**config.mk**
```make
export PLATFORM = sky130hd
export DESIGN_NAME = lzbd_ctrl
export DESIGN_NICKNAME = d
export VERILOG_FILES = /design/src/lzbd_pkg.sv /design/src/lzbd_ctrl.sv
export SDC_FILE = /design/constraint.sdc
export NUM_CORES = 1
export LEC_CHECK = 0
export BUFFER_PORTS_ARGS = -buffer_cell sky130_fd_sc_hd__buf_2
export CAP_MARGIN = 5
export CORE_AREA = 3 3 40 42
export CTS_CLUSTER_SIZE = 28
export DETAILED_ROUTE_END_ITERATION = 7
export DIE_AREA = 0 0 43 45
export PLACE_DENSITY = 0.37
export SKIP_CTS_REPAIR_TIMING = 1
export SYNTH_ARGS = -nofsm -noshare
export SYNTH_HDL_FRONTEND = slang
export SYNTH_SLANG_ARGS = --single-unit
export TNS_END_PERCENT = 100
```
**constraint.sdc**
```tcl
create_clock -name clk -period 2.2 [get_ports clk]
set_input_delay 0.44 -clock clk [delete_from_list [all_inputs] [get_ports clk]]
set_output_delay 0.44 -clock clk [all_outputs]
set_load 0.03 [all_outputs]
```
**src/lzbd_pkg.sv**
```systemverilog
`timescale 1ns / 1ps
`default_nettype none
package lzbd_pkg;

	typedef enum logic [3:0] {
		PH_FLAG,
		PH_DGAM_DATA,
		PH_DGAM_CONT,
		PH_DIST_BYTE,
		PH_LEN1,
		PH_LEN2,
		PH_LGAM_DATA,
		PH_LGAM_CONT,
		PH_COPY,
		PH_AFTER,
		PH_LIT
	} phase_t;

	typedef enum logic [1:0] {
		FIN_NONE,
		FIN_DONE,
		FIN_ERROR
	} fin_t;

	typedef enum logic [1:0] {
		ST_IDLE,
		ST_RUN,
		ST_READ,
		ST_RESP
	} ctrl_state_t;

	typedef struct packed {
		logic start;
		logic iter;
		logic copy_wr;
	} ctrl_cmd_t;

	typedef struct packed {
		logic copy_pend;
		logic stop;
	} dp_status_t;

	localparam logic [15:0] DIST_BIAS = 16'h0300;
	localparam logic [15:0] LONG_DIST = 16'h0d00;
	localparam logic [31:0] REUSE_GAMMA = 32'd2;

endpackage
`default_nettype wire

```
**src/lzbd_ctrl.sv**
```systemverilog
`timescale 1ns / 1ps
`default_nettype none
module lzbd_ctrl
	import lzbd_pkg::*;
(
	input  wire logic       clk,
	input  wire logic       arst_n,
	input  wire logic       in_valid,
	output logic            in_ready,
	output logic            res_valid,
	input  wire logic       res_ready,
	input  wire dp_status_t status,
	output ctrl_cmd_t       cmd
);
	ctrl_state_t state_q, state_d;

	always_ff @(posedge clk or negedge arst_n) begin
		if (!arst_n) begin
			state_q <= ST_IDLE;
		end else begin
			state_q <= state_d;
		end
	end

	always_comb begin
		state_d = state_q;
		cmd = '0;
		in_ready = 1'b0;
		res_valid = 1'b0;
		unique case (state_q)
			ST_IDLE: begin
				in_ready = 1'b1;
				if (in_valid) begin
					cmd.start = 1'b1;
					state_d = ST_RUN;
				end
			end
			ST_RUN: begin
				if (status.copy_pend) begin
					state_d = ST_READ;
				end else begin
					cmd.iter = 1'b1;
					if (status.stop) begin
						state_d = ST_RESP;
					end
				end
			end
			ST_READ: begin
				cmd.copy_wr = 1'b1;
				state_d = ST_RESP;
			end
			ST_RESP: begin
				res_valid = 1'b1;
				if (res_ready) begin
					state_d = ST_IDLE;
				end
			end
			default: state_d = ST_IDLE;
		endcase
	end
endmodule
`default_nettype wire

```
==> results by stage <==
Run status:
- The flow ran to the end, and the final reports show no timing, DRC or antenna violations.

Setup path:
- STA classifies the critical path endpoint as an output pin.
- The number of cells on the worst reg-to-reg path is 5.
- The type of the worst setup path is register to output pin.
- In this run the worst path has a maximum fanout of 6.
- The worst setup path is launched from a register.
- The required time of the critical path is between 1500 and 2000 ps.
- The arrival time at the worst endpoint is between 1000 and 1500 ps.

Die:
- The number of top-level pins is 11.
- The total area inside the core boundary comes to approximately 1300 µm².
- From left edge to right edge, the die measures ~43 µm.
- The die covers between 1500 and 2000 µm².
- The height of the die is 45 µm.
- The effective utilization at floorplan is approximately 15%.
- The site row count is 13.

Drt:
- Dividing the detail-routed wire length by the instance count gives 8.34 µm.
- For this block, the via count after detailed routing is roughly 170.
- The total wire length is between 300 and 400 µm.
- The via density per instance is between 3 and 4.
- The number of design rule violations left after detail routing is 0.
- After the first detailed-routing iteration, the DRC count stood at 0.
- The detailed-routing iteration count for the pre-antenna-repair pass is 1.
- Once detail routing completed, the nets flagged for antenna violations numbered 0.

Logic synthesis:
- The number of warnings reported in the yosys synthesis log is 0.
- The area share of the largest cell type after synthesis is 26.3%.
- Sorting the synthesized cells by area gives the leading types as sky130_fd_sc_hd__dfrtp_1 26%, sky130_fd_sc_hd__ha_1 26%, sky130_fd_sc_hd__o221a_4 11%.
- The synthesized netlist contains 10 unique library cells.
- Counting every instance in the synthesized netlist gives 18.
- In this run, synthesis produced a sequential element count of 2.
- The synthesized area is ~190 µm².
- The leading area contributor after synthesis is sky130_fd_sc_hd__dfrtp_1.
- After synthesis, the mean cell area works out to roughly 11 µm².
- After synthesis, flip-flops and latches occupy a little over a quarter of the total area.
- The total nets after synthesis is 28.

STA:
- The clock arrives with 2.23 ps of skew.
- The final period demand of the worst path is around 1700 ps.
- The final count of pins violating max slew is 0.
- The fmax is a little under 0.6 GHz.
- The number of endpoints with negative hold slack in the final report was 0.
- The final clock period utilization by the worst path is 77.8%.
- The actual transition at the worst max-transition pin is between 150 and 200 ps.
- The worst pin sits at a relative slew slack of between 80% and 90%.
- The final-report setup violation count is 0.
- The accumulated negative setup slack is 0 ps.
- Setup slack closes at 489 ps.
- Setup repair after global routing left no endpoint under its margin.

Clocking:
- Clock-pin slew was measured on the worst setup and hold paths at around 30 ps.
- The clock root buffer is sky130_fd_sc_hd__clkbuf_4.
- The tree built by TritonCTS fans out to 2 sinks.
- In this run, CTS created clock tree buffers numbering 3.
- In this run the number of H-tree levels came out at 1.
- TritonCTS built the clock tree.
- The maximum number of buffers from clock root to sink is 2.
- The latest clock arrival within the worst-skew pair is 230 ps.

Finish:
- Cells with a size suffix above 1 make up 46.9% of the layout.
- The most common cell after layout, fill and taps aside is sky130_fd_sc_hd__buf_2.
- The register with the most flip-flops in the layout has 2 of them.
- The top cell types in the final layout, fill and taps aside, are 10 x sky130_fd_sc_hd__buf_2, 4 x sky130_fd_sc_hd__inv_1, 4 x sky130_fd_sc_hd__ha_1.
- The register with the most flip-flops in the final layout is state_q.
- The signed area change from the synthesized netlist to the final layout is 53.3%.
- The number of filler instances in the final layout is 153.
- After the last flow step, the layout net total stands at 44.
- Once layout is complete, the utilization of the core stands at between 20% and 30%.
- The largest registers in the layout are state_q: 2 flops.
- The number of antenna diodes in the final layout is 0.

Hold path:
- The class of the worst hold path is input port to asynchronous set/reset pin.

Pwr:
- The leakage dissipation is 0.164 nW.
- The worst voltage drop across the vdd grid is roughly 280 µV.
- The power density normalized to cell area is 1590 nW/µm².

Place:
- At the placement stage, the worst setup path has a slack of between 600 and 700 ps.
- The placed wire-length estimate after detailed placement is roughly 340 µm.
- During placement, the flow inserted port buffers numbering 10.
- At the end of routability-driven placement, the weighted congestion stood at roughly 0.65.

GRT:
- The total overflow reported by the global router is 0.
- The number of global-route vias before repair is between 150 and 200.
- Entering global routing, the biggest net connects 7 pins.
- The number of antenna violations at the first check in global routing is 0.
- The wire length of the first global-routing pass is roughly 700 µm.
- The total routing usage reported by global routing is 4.99%.

Flow run:
- Across the run, the number of max-cap violations was 0.
## final cells by class
cell class / count / area [µm²] / share of cell area (%)
tap: 15 / 18.8 / 6.44
timing repair buffer: 11 / 60.1 / 20.6
sequential: 2 / 50.0 / 17.2
clock buffer: 3 / 22.5 / 7.73
inverter: 4 / 15.0 / 5.15
multi-input combinational: 12 / 125 / 42.9
## cells by family (layout without fill, tap and decap cells)
| group | count (synthesis) | in the layout | share of synthesized area (%) |
|---|---|---|---|
| compound gates | 3 | 3 | 19.1 |
| simple gates | 4 | 4 | 12.5 |
| buf+inv | 4 | 18 | 7.89 |
| flops | 2 | 2 | 26.3 |
| fa+ha+maj | 4 | 4 | 26.3 |
| mux | 1 | 1 | 7.89 |
## metal layers
layer  GRT usage (%)  vias up  share of wire [%]
met4            5.42        0                4.3
met2            8.38       10                 46
met1            3.85       74                 34
li1                -       88                  -
met5               0        -                  0
met3            2.79        2                 15
## synthesized netlist by cell type (all sizes together)
library cell and instances:
dfrtp 2, ha 4, nor3 1, a41oi 1, inv 4, and2 1
mux2 1, nand2b 2, o221a 1, o21a 1
## stage by stage
stage | total power, mW | instances | cell area, µm² | hold WS [ps]
2_1_floorplan | 0.328 | 18 | 190 | 144
3_3_place_gp | 0.393 | 43 | 259 | 224
3_5_place_dp | 0.386 | 43 | 259 | 225
4_1_cts | 0.474 | 46 | 282 | -15.9
5_1_grt | 0.515 | 47 | 292 | 522
6_report | 0.465 | 47 | 292 | 527
## final timing paths
kind,from,endpoint,slack (ps)
setup / recovery,state_q[0],cmd[2],490
hold / removal,arst_n,state_q[1],530
setup reg to reg,state_q[0],state_q[1],700
hold reg to reg,state_q[0],state_q[0],600
max in group asynchronous,arst_n,state_q[0],1580
min in group clk,state_q[0],state_q[0],600
## where the power goes
part / switching (mW) / total (mW) / internal (mW)
Combinational: 0.167 / 0.297 / 0.130
Sequential: 0.0268 / 0.0853 / 0.0585
Clock: 0.0223 / 0.0826 / 0.0603
Total: 0.216 / 0.465 / 0.248
## critical path: stages, from the launching register on
cell,delay [ps]
sky130_fd_sc_hd__dfrtp_1,410
sky130_fd_sc_hd__inv_1,90
sky130_fd_sc_hd__ha_1,240
sky130_fd_sc_hd__and2_1,140
sky130_fd_sc_hd__buf_2,170
Note: power is estimated with default switching activity, not from simulation.
